===== config.mk =====
export PLATFORM = sky130hd
export DESIGN_NAME = ialu_queue
export DESIGN_NICKNAME = d
export VERILOG_FILES = /design/src/hdl/ialu_pkg.sv /design/src/hdl/ialu_queue.sv
export SDC_FILE = /design/constraint.sdc
export NUM_CORES = 1
export LEC_CHECK = 0
export ABC_AREA = 1
export BUFFER_PORTS_ARGS = -buffer_cell sky130_fd_sc_hd__buf_2
export CORE_ASPECT_RATIO = 0.7
export CORE_UTILIZATION = 57
export DETAILED_ROUTE_END_ITERATION = 6
export GPL_TIMING_DRIVEN = 0
export PLACE_DENSITY_LB_ADDON = 0.05
export SLEW_MARGIN = 10
export SYNTH_ARGS = -nofsm -noshare
export SYNTH_HDL_FRONTEND = slang
export SYNTH_SLANG_ARGS = --single-unit

===== constraint.sdc =====
create_clock -name clock -period 15.53 [get_ports clock]
set_input_delay 2.3295 -clock clock [delete_from_list [all_inputs] [get_ports clock]]
set_output_delay 2.3295 -clock clock [all_outputs]
set_load 0.02 [all_outputs]

===== src/hdl/ialu_pkg.sv =====
// Package for the 64-bit integer ALU.
// Holds the transaction types, opcodes, status codes and sizing constants.
// No dependencies.
`default_nettype none
package ialu_pkg;
   localparam int DATA_W     = 64;
   localparam int SHAMT_W    = $clog2(DATA_W);
   localparam int HALF_W     = DATA_W / 2;
   localparam int MQ_DEPTH   = 4;
   localparam int MQ_PTR_W   = $clog2(MQ_DEPTH);
   localparam int DIV_STAGES = DATA_W;

   typedef enum logic [3:0] {
      OP_ADD = 4'd1, OP_SUB = 4'd2, OP_MUL = 4'd3, OP_DIV = 4'd4,
      OP_MOD = 4'd5, OP_SHL = 4'd6, OP_SHR = 4'd7, OP_AND = 4'd8,
      OP_OR  = 4'd9, OP_XOR = 4'd10, OP_ROL = 4'd11, OP_ROR = 4'd12
   } opcode_type;

   typedef enum logic [1:0] {
      ST_OK = 2'd0, ST_DIV_ZERO = 2'd1, ST_BAD_OP = 2'd2, ST_OVERFLOW = 2'd3
   } status_type;

   typedef enum logic [1:0] {
      KIND_SIMPLE = 2'd0, KIND_MUL = 2'd1, KIND_DIV = 2'd2
   } kind_type;

   typedef struct packed {
      logic [3:0]        action;
      logic [DATA_W-1:0] operand_a;
      logic [DATA_W-1:0] operand_b;
   } req_type;

   typedef struct packed {
      logic [DATA_W-1:0] result;
      logic [1:0]        status;
   } rsp_type;

   typedef struct packed {
      kind_type          kind;
      status_type        status;
      logic              is_mod;
      logic              neg_q;
      logic              neg_r;
      logic [DATA_W-1:0] res;
      logic [DATA_W-1:0] opa;
      logic [DATA_W-1:0] opb;
   } work_type;
endpackage
`default_nettype wire


===== src/hdl/ialu_queue.sv =====
// Short queue between the front and back ends of the integer ALU.
// Holds decoded work transactions. Uses ialu_pkg.
`default_nettype none
module ialu_queue (
   input  wire logic               clock,
   input  wire logic               reset,
   input  wire logic               wr_en,
   input  wire ialu_pkg::work_type wr_data,
   output logic                    is_full,
   output logic                    is_empty,
   input  wire logic               rd_en,
   output ialu_pkg::work_type      rd_data
);
   ialu_pkg::work_type            mem [ialu_pkg::MQ_DEPTH];
   logic [ialu_pkg::MQ_PTR_W-1:0] wr_ptr_ff, wr_ptr_in, rd_ptr_ff, rd_ptr_in;
   logic [ialu_pkg::MQ_PTR_W:0]   count_ff, count_in;
   logic                          do_wr, do_rd;

   assign is_full  = (count_ff == ialu_pkg::MQ_DEPTH[ialu_pkg::MQ_PTR_W:0]);
   assign is_empty = (count_ff == '0);
   assign do_wr    = wr_en && !is_full;
   assign do_rd    = rd_en && !is_empty;
   assign rd_data  = mem[rd_ptr_ff];

   always_comb begin
      wr_ptr_in = do_wr ? wr_ptr_ff + 1'b1 : wr_ptr_ff;
      rd_ptr_in = do_rd ? rd_ptr_ff + 1'b1 : rd_ptr_ff;
      count_in  = count_ff + {{ialu_pkg::MQ_PTR_W{1'b0}}, do_wr}
                           - {{ialu_pkg::MQ_PTR_W{1'b0}}, do_rd};
   end

   always_ff @(posedge clock) begin
      if (reset) begin
         wr_ptr_ff <= '0;
         rd_ptr_ff <= '0;
         count_ff  <= '0;
      end else begin
         wr_ptr_ff <= wr_ptr_in;
         rd_ptr_ff <= rd_ptr_in;
         count_ff  <= count_in;
      end
      if (do_wr) begin
         mem[wr_ptr_ff] <= wr_data;
      end
   end
endmodule
`default_nettype wire


==> summary.md, run 1 <==
| Metric | Value |
|---|---|
| Outcome | `finished, final reports clean` |
| Count leader, synth | `edfxtp_1` |
| Pwr dens | `168 nW/um2` |
| Layout cells sized above 1 | `0.231` |
| Dpl cells | `3,108` |
| Final instance area | `35,900 um2` |
| Number of synthesized flops with an enable pin | `796` |
| Crit-path slowest cell | `buf_2` |
| Max VDD drop | `0.114 mV` |
| Worst skew pair latency | `620 ps` |
| Post-synth top area share | `0.801` |
| Least-Margin Pin Slew | `778 ps` |
| Fin. Hold Viols | `0` |
| Pre-CTS WS | `10,860 ps` |
| Detail Placement HPWL | `48,700 um` |
| Crit path DAT | `2740 ps` |
| Clock skew | `15.5 ps` |
| Crit Path Class | `flip-flop to output pin` |
| Vias per cell | `5.81` |
| Power, Total | `6.05 mW` |
| Die W | `276 um` |
| Worst Path Required | `13,200 ps` |
| DP Area | `33,600 um2` |
| GRT Util Overall | `0.280` |
| CTS max path bufs | `3` |
| Clk sinks | `805` |
| Largest net degree at the start of global routing | `28` |
| Final Util | `0.701` |
| Cell Count, Final, Fillers Out | `3,259` |
| DRC | `0` |
| Initial antenna violation count | `27` |
| Vias | `18,900` |
| YS warnings | `0` |
| Area grow syn2layout | `20.3%` |
| Hold buffers post-CTS | `0` |
| Syn Area/Cell | `15.0 um2` |
| Yosys reg bits | `805` |
| Mapped Nets | `2,203` |
| CTS tree | `built` |
| GPL Wtd Cong | `0.778` |
| Port bufs | `403` |
| CP Capture Type | `output pin` |
| Synth Cell Area | `29,900 um2` |
| Slew HR | `0.480` |
| Clk slew on worst S/H paths | `60 ps` |
| Pre-antenna DRT Iters | `7` |
| Crit path top cell by count | `buf_2` |
| Fillers | `3,474` |
| Synthesized instance count | `1,993` |
| Post-synthesis cell type count | `18` |
| Asr flop ratio synth | `0` |
| Post-cts resize count | `0` |
| Synth area leaders | `edfxtp_1, o21ai_0, nor2_1` |
| Endpoints failing setup | `0` |
| Routed length per instance | `23.0 um` |
| H-tree depth | `3` |
| Die area | `53,300 um2` |
| Root buffer selected by CTS | `clkbuf_16` |
| Net count reported at finish | `2,719` |
| Chip Height | `193 um` |
| CTS buffer count | `73` |
| Final WL | `74,800 um` |
| Minimum clock period | `5070 ps` |
| Hold Slack | `529 ps` |
| IO Pins | `404` |
| Final ANT Viol Nets | `0` |
| Sequential area share after synthesis | `0.807` |
| Fmax achieved | `197 MHz` |
| GR Overflow Total | `0` |
| Worst-path fanout max | `10` |
| Worst hold path class | `flip-flop to flip-flop` |
| Starting Density | `0.583` |
| Leak | `12.6 nW` |
| Cell Rows | `69` |
| Core area | `51,200 um2` |
| Final Max Slew Viols | `0` |
| Area leader, netlist | `edfxtp_1` |
| Fin Setup TNS | `0 ps` |
| Final setup margin | `10,460 ps` |
| Post-synth top cells | `edfxtp_1, nor2_1, o21ai_0` |
| Top_reg_cell synth | `edfxtp_1` |
| Crit-path cells | `inv_2 > buf_2 > clkbuf_1 > o21ai_0 > o22ai_1 > buf_2` |
| Area of the multi-input gates | `5000 um2` |
| Max Cap Violations | `0` |
| Final period util | `0.327` |
| Drt initial violations | `1,807` |
| Vias in the first global route | `18,500` |
| Setup Buffers After CTS | `0` |
| First-pass GRT wire length | `111,000 um` |
| Sequential cell area | `24,100 um2` |
| RSZ-0062 raised after global routing | `false` |
| Critical path's largest stage delay | `440 ps` |
| Setup crit start kind | `flip-flop` |
where the power goes:
part / internal (mW) / leakage (nW) / total (mW) / switching (mW)
Combinational: 0.490 / 4.10 / 1.66 / 1.17
Sequential: 2.64 / 7.36 / 2.68 / 0.0460
Clock: 0.954 / 1.09 / 1.70 / 0.750
cells in the final DEF (no fill, tap or decap):
cell type	instances
edfxtp_1	796
buf_2	409
nor2_1	408
o21ai_0	376
o22ai_1	199
clkbuf_1	97
clkbuf_16	77
buf_4	28
buf_12	23
diode_2	22
o21ai_1	22
inv_1	18
clkinv_1	18
buf_6	15
buf_16	15
nand2_1	12
clkinv_2	11
dfxtp_1	9
ha_1	6
a21oi_1	5
nor2_4	4
nand3_1	4
bufinv_16	3
inv_2	2
inv_6	2
clkinvlp_4	2
buf_8	1
fa_1	1
metal layers:
metal	GRT usage	share of wire	vias up
li1	-	-	8631
met1	0.384	0.40	9384
met2	0.440	0.48	764
met3	0.0681	0.082	151
met4	0.0992	0.031	18
met5	0	0.0014	-
worst paths after layout:
path	endpoint	startpoint	cells after the start	slack (ps)
worst max-delay path	rd_data[157]	flip-flop	6	10460
worst min register to register	rd_ptr_ff[0]	rd_ptr_ff[0]	2	530
worst min-delay path	rd_ptr_ff[0]	rd_ptr_ff[0]	2	530
worst max register to register	mem[3][114]	count_ff[1]	8	12720
sequential cells by signal (all words and copies together), names as in the netlist, named ones only:
signal and count:
wr_ptr_ff 2, mem 796, rd_ptr_ff 2, count_ff 3
critical path, delay by kind of cell, from the launching register on:
family / cells / cell delay [ps]
AOI/OAI and AO/OA: 2 / 480
buffers and inverters: 4 / 1330
DFF: 1 / 320
cell families (layout without fill, tap and decap cells):
group | count (synthesis) | count (layout) | share of synthesized area
AND/OR/NAND/NOR | 428 | 428 | 0.0540
flip-flops | 805 | 805 | 0.807
AO/OA/AOI/OAI | 602 | 602 | 0.109
other | 0 | 22 | 0
adder cells (fa/ha/maj) | 7 | 7 | 0.00319
buffers and inverters | 151 | 721 | 0.0269
cell type report:
class	count	share of cell area
Inverter	20	0.00209
Clock buffer	93	0.0553
Buffer	131	0.0203
Antenna cell	22	0.00153
Sequential cell	805	0.671
Clock inverter	36	0.00683
Tap cell	674	0.0235
Timing Repair Buffer	441	0.0805
Multi-Input combinational cell	1037	0.139
(Power assumes the default switching activity.)
==> inputs of run 2 (changes only) <==
==> constraint.sdc (replaced) <==
create_clock -name clock -period 5.1 [get_ports clock]
set_input_delay 0.765 -clock clock [delete_from_list [all_inputs] [get_ports clock]]
set_output_delay 0.765 -clock clock [all_outputs]
set_load 0.02 [all_outputs]
==> summary.md, run 2 (synthesis gave the netlist of run 1 again) <==
| Metric | Value |
|---|---|
| Outcome | `finished, final reports clean (unchanged)` |
| Fmax achieved | `285 MHz` |
| Pwr dens | `515 nW/um2 (was 168 nW/um2)` |
| CTS buffer count | `74 (was 73)` |
| Clk sinks | `805 (unchanged)` |
| Pre-antenna DRT Iters | `5 (was 7)` |
| Max reg flops | `796 (unchanged)` |
| Fillers | `3,440 (was 3,474)` |
| RSZ-0062 raised after global routing | `false (unchanged)` |
| Initial antenna violation count | `26 (was 27)` |
| Chip Height | `193 um (unchanged)` |
| Final WL | `73,600 um (was 74,800 um)` |
| Crit Path Class | `flip-flop to output pin (unchanged)` |
| Endpoints failing setup | `0 (unchanged)` |
| Commonest non-fill, non-tap cells in the layout | `edfxtp_1, buf_2, nor2_1 (unchanged)` |
| Crit path DAT | `2750 ps (was 2740 ps)` |
| Minimum clock period | `3510 ps` |
| Register bank with the most flops | `mem (unchanged)` |
| Fin. Hold Viols | `0 (unchanged)` |
| DRC | `0 (unchanged)` |
| Root buffer selected by CTS | `clkbuf_16 (unchanged)` |
| Leak | `12.5 nW (was 12.6 nW)` |
| Cell Rows | `69 (unchanged)` |
| Layout cells sized above 1 | `0.229 (was 0.231)` |
| Largest net degree at the start of global routing | `27 (was 28)` |
| Die area | `53,300 um2 (unchanged)` |
| Most common cell after layout, fill and taps aside | `edfxtp_1 (unchanged)` |
| Vias in the first global route | `18,100 (was 18,500)` |
| Hold buffers post-CTS | `0 (unchanged)` |
| Reg-to-Reg Start | `count_ff[1] (unchanged)` |
| CP Capture Type | `output pin (unchanged)` |
| Detail Placement HPWL | `47,700 um (was 48,700 um)` |
| Final ANT Viol Nets | `0 (unchanged)` |
| Vias per cell | `5.80 (was 5.81)` |
| Final setup margin | `1590 ps (was 10,460 ps)` |
| H-tree depth | `3 (unchanged)` |
| Starting Density | `0.583 (unchanged)` |
| Setup Buffers After CTS | `0 (unchanged)` |
| Pre-CTS WS | `2140 ps (was 10,860 ps)` |
| Worst hold path class | `input port to flip-flop (was flip-flop to flip-flop)` |
| Core area | `51,200 um2 (unchanged)` |
| Slew HR | `0.480 (about the same)` |
| Die W | `276 um (unchanged)` |
| Routed length per instance | `22.6 um (was 23.0 um)` |
| Drt initial violations | `1,625 (was 1,807)` |
| Vias | `18,900 (about the same)` |
| Area grow syn2layout | `20.2% (was 20.3%)` |
| IO Pins | `404 (unchanged)` |
| Max VDD drop | `0.302 mV (was 0.114 mV)` |
| First-pass GRT wire length | `109,000 um (was 111,000 um)` |
| Final Max Slew Viols | `0 (unchanged)` |
| Post-cts resize count | `0 (unchanged)` |
| Hold Slack | `356 ps (was 529 ps)` |
| Net count reported at finish | `2,718 (was 2,719)` |
| Worst-path fanout max | `10 (unchanged)` |
| Worst skew pair latency | `600 ps (was 620 ps)` |
| Port bufs | `403 (unchanged)` |
| Least-Margin Pin Slew | `778 ps (about the same)` |
| GR Overflow Total | `0 (unchanged)` |
| Clk slew on worst S/H paths | `60 ps (about the same)` |
| GRT Util Overall | `0.275 (was 0.280)` |
| Biggest regs | `mem x796, count_ff x3 (unchanged)` |
| GPL Wtd Cong | `0.800 (was 0.778)` |
| Clock skew | `8.62 ps (was 15.5 ps)` |
| HP Start | `reset (was rd_ptr_ff[0])` |
| CTS tree | `built (unchanged)` |
| Setup crit start kind | `flip-flop (unchanged)` |
| Max Cap Violations | `0 (unchanged)` |
| Worst Path Required | `4340 ps (was 13,200 ps)` |
| Final period util | `0.689` |
| CTS max path bufs | `3 (unchanged)` |
-- run 2: worst paths after layout --
path                       end  slack, ps  depth (start not counted)
hold reg to reg      flip-flop        510                          2
setup reg to reg   mem[1][145]       2400                          8
hold / removal     count_ff[1]        360                          2
setup / recovery  rd_data[149]       1590                          6
-- run 2: critical path: stages (launching register included) --
cell      delay (ps)
dfxtp_1          320
inv_2            230
buf_2            470
clkbuf_1         410
o21ai_0          180
o22ai_1          280
buf_2            230
-- run 2: cell type report --
cell class | instances | area (um2) | area share
sequential | 805 | 24100 | 0.671
multi-input combinational | 1037 | 5000 | 0.139
timing repair buffer | 439 | 2840 | 0.0790
clock buffer | 100 | 2010 | 0.0561
tap | 674 | 843 | 0.0235
buffer | 131 | 728 | 0.0203
clock inverter | 28 | 259 | 0.00722
inverter | 20 | 75.1 | 0.00209
antenna | 18 | 45.0 | 0.00126
-- run 2: power by group --
part           total, mW  switching, mW  internal (mW)  leakage (nW)
combinational       5.02           3.54           1.49          4.08
sequential          8.18          0.140           8.04          7.36
clock               5.27           2.25           3.02          1.10
total               18.5           5.93           12.5          12.5
-- run 2: through the flow --
step / total power [mW] / cells / instance area (um2) / setup TNS, ps / utilization
2_1_floorplan: 11.3 / 1993 / 29900 / -1168260 / -
3_3_place_gp: 13.3 / 3070 / 32700 / -4461330 / 0.639
3_5_place_dp: 13.3 / 3106 / 33600 / 0 / 0.656
4_1_cts: 18.6 / 3234 / 35800 / 0 / 0.700
5_1_grt: 19.2 / 3244 / 35900 / 0 / 0.700
6_report: 18.5 / 3252 / 35900 / 0 / 0.701
-- run 2: routing by layer --
metal | global-route usage | part of all wire
met2 | 0.436 | 0.49
met1 | 0.373 | 0.40
met5 | 0 | 0.0017
met4 | 0.0958 | 0.028
met3 | 0.0686 | 0.085
==> inputs of run 3 (changes only) <==
==> constraint.sdc (replaced) <==
create_clock -name clock -period 3.4 [get_ports clock]
set_input_delay 0.51 -clock clock [delete_from_list [all_inputs] [get_ports clock]]
set_output_delay 0.51 -clock clock [all_outputs]
set_load 0.02 [all_outputs]
==> summary.md, run 3 (synthesis gave the netlist of run 1 again) <==
| Metric | Value |
|---|---|
| Final setup margin | `183 ps (was 1590 ps)` |
| Vias in the first global route | `17,900 (was 18,100)` |
| GPL Wtd Cong | `0.797 (was 0.800)` |
| Post-cts resize count | `0 (unchanged)` |
| Sw Share | `0.323 (was 0.321)` |
| Commonest non-fill, non-tap cells in the layout | `edfxtp_1, buf_2, nor2_1 (unchanged)` |
| CP Capture Type | `output pin (unchanged)` |
| Clock skew | `14.2 ps (was 8.62 ps)` |
| Slew HR | `0.528 (was 0.480)` |
| Pwr dens | `775 nW/um2 (was 515 nW/um2)` |
| Reg-to-Reg Start | `wr_ptr_ff[0] (was count_ff[1])` |
| HP Start | `reset (unchanged)` |
| Die area | `53,300 um2 (unchanged)` |
| Most common cell after layout, fill and taps aside | `edfxtp_1 (unchanged)` |
| Final instance area | `36,000 um2 (was 35,900 um2)` |
| Hold EP | `count_ff[0] (was count_ff[1])` |
| Register bank with the most flops | `mem (unchanged)` |
| Reg2Reg Depth | `9 (was 8)` |
| Final period util | `0.946` |
| Fmax achieved | `311 MHz` |
| Crit-path cells | `inv_2 > buf_2 > clkbuf_1 > o21ai_0 > o22ai_1 > buf_2 (unchanged)` |
| Port bufs | `403 (unchanged)` |
| Worst-path fanout max | `10 (unchanged)` |
| Fin Setup TNS | `0 ps (unchanged)` |
| CTS max path bufs | `3 (unchanged)` |
| Core area | `51,200 um2 (unchanged)` |
| Fillers | `3,448 (was 3,440)` |
| Net count reported at finish | `2,719 (was 2,718)` |
| GR Overflow Total | `0 (unchanged)` |
| Max reg flops | `796 (unchanged)` |
| Final Util | `0.703 (was 0.701)` |
| Die W | `276 um (unchanged)` |
| Chip Height | `193 um (unchanged)` |
| Clk slew on worst S/H paths | `60 ps (about the same)` |
| Starting Density | `0.583 (unchanged)` |
| Layout cells sized above 1 | `0.234 (was 0.229)` |
| Biggest regs | `mem x796, count_ff x3 (unchanged)` |
| Crit path DAT | `2710 ps (was 2750 ps)` |
| Fin. Hold Viols | `0 (unchanged)` |
| Dpl cells | `3,107 (was 3,106)` |
| Power share of the clock group | `0.288 (was 0.285)` |
| H-tree depth | `3 (unchanged)` |
| Reg power frac | `0.440 (was 0.443)` |
| Routed length per instance | `22.9 um (was 22.6 um)` |
| RSZ-0062 raised after global routing | `false (unchanged)` |
| Hold buffers post-CTS | `0 (unchanged)` |
| First-pass GRT wire length | `110,000 um (was 109,000 um)` |
| Worst hold path class | `input port to flip-flop (unchanged)` |
| DP Area | `33,600 um2 (about the same)` |
| Final WL | `74,600 um (was 73,600 um)` |
| Crit-path slowest cell | `buf_2 (unchanged)` |
| Combinational share of power | `0.272 (about the same)` |
| CTS tree | `built (unchanged)` |
| Least-Margin Pin Slew | `706 ps (was 778 ps)` |
| IO Pins | `404 (unchanged)` |
| Final Max Slew Viols | `0 (unchanged)` |
| Max Cap Violations | `0 (unchanged)` |
| Minimum clock period | `3220 ps` |
| GRT Util Overall | `0.278 (was 0.275)` |
| Crit Path Class | `flip-flop to output pin (unchanged)` |
| FF-to-FF End | `mem[2][143] (was mem[1][145])` |
| Worst skew pair latency | `610 ps (was 600 ps)` |
| Cell Count, Final, Fillers Out | `3,255 (was 3,252)` |
| Leak | `12.6 nW (was 12.5 nW)` |
| Endpoints failing setup | `0 (unchanged)` |
| Detail Placement HPWL | `48,100 um (was 47,700 um)` |
| Clk sinks | `805 (unchanged)` |
| Setup crit start kind | `flip-flop (unchanged)` |
| Vias per cell | `5.81 (was 5.80)` |
| Vias | `18,900 (about the same)` |
| Area grow syn2layout | `20.5% (was 20.2%)` |
| Internal power | `18.9 mW (was 12.5 mW)` |
| CTS buffer count | `74 (unchanged)` |
| Crit path top cell by count | `buf_2 (unchanged)` |
| Pre-antenna DRT Iters | `5 (unchanged)` |
| Critical path's largest stage delay | `440 ps (was 470 ps)` |
| Cell Rows | `69 (unchanged)` |
| Outcome | `finished, final reports clean (unchanged)` |
| Pre-CTS WS | `661 ps (was 2140 ps)` |
| Hold Path Stages | `2 (unchanged)` |
| Drt initial violations | `1,675 (was 1,625)` |
| Initial antenna violation count | `22 (was 26)` |
| Net Switching | `8.99 mW (was 5.93 mW)` |
| Worst Path Required | `2890 ps (was 4340 ps)` |
| Final ANT Viol Nets | `0 (unchanged)` |
| Setup Buffers After CTS | `0 (unchanged)` |
| Root buffer selected by CTS | `clkbuf_16 (unchanged)` |
| Largest net degree at the start of global routing | `27 (unchanged)` |
| Reg2Reg Setup Slack | `790 ps (was 2400 ps)` |
| Max VDD drop | `0.608 mV (was 0.302 mV)` |
| DRC | `0 (unchanged)` |
run 3: power groups by stage:
stage	Sequential, mW	Clock (mW)	Combinational, mW
floorplan	12.5	0	4.32
global placement	12.7	0	7.13
detailed placement	12.5	0	7.57
CTS	12.3	8.13	7.62
global route	12.3	8.47	8.13
finish	12.3	8.03	7.59
run 3: layout make-up:
| cell class | instances | area [um2] | area share |
|---|---|---|---|
| multi-input combinational | 1037 | 5020 | 0.139 |
| buffer | 131 | 728 | 0.0202 |
| inverter | 20 | 75.1 | 0.00209 |
| tap | 674 | 843 | 0.0234 |
| antenna | 21 | 52.6 | 0.00146 |
| clock inverter | 26 | 238 | 0.00661 |
| timing repair buffer | 440 | 2860 | 0.0793 |
| sequential | 805 | 24100 | 0.669 |
| clock buffer | 101 | 2090 | 0.0581 |
run 3: stage by stage:
step / hold slack, ps / power (mW)
floorplan: 448 / 16.9
global placement: 461 / 19.8
detailed placement: 498 / 20.0
CTS: 57.4 / 28.0
global route: 71.3 / 28.9
finish: 90.0 / 27.9
run 3: worst max-delay path: cells and delay by family, from the launching register on:
| family | cells | cell delay [ps] |
|---|---|---|
| AO/OA/AOI/OAI | 2 | 450 |
| flip-flops | 1 | 320 |
| buffers and inverters | 4 | 1310 |
run 3: how the worst max path moves through the flow:
| stage | from | to | slack, ps | depth (start not counted) |
|---|---|---|---|---|
| after floorplan | count_ff[1] | mem[0][0] | -580 | 4 |
| after global placement | wr_en | mem[3][148] | -3090 | 3 |
| after detailed placement | wr_en | mem[2][119] | 660 | 8 |
| after CTS | flip-flop | rd_data[149] | 160 | 6 |
| after global routing | flip-flop | rd_data[157] | 50 | 6 |
| final | flip-flop | rd_data[157] | 180 | 6 |
run 3: metal layers:
layer | wire length (um) | GRT usage | up-vias | part of all wire
met2 | 35700 | 0.429 | 705 | 0.48
met1 | 31000 | 0.398 | 9455 | 0.42
li1 | - | - | 8628 | -
met3 | 5840 | 0.0621 | 129 | 0.078
met5 | 62 | 0 | - | 0.00083
met4 | 1880 | 0.0855 | 10 | 0.025
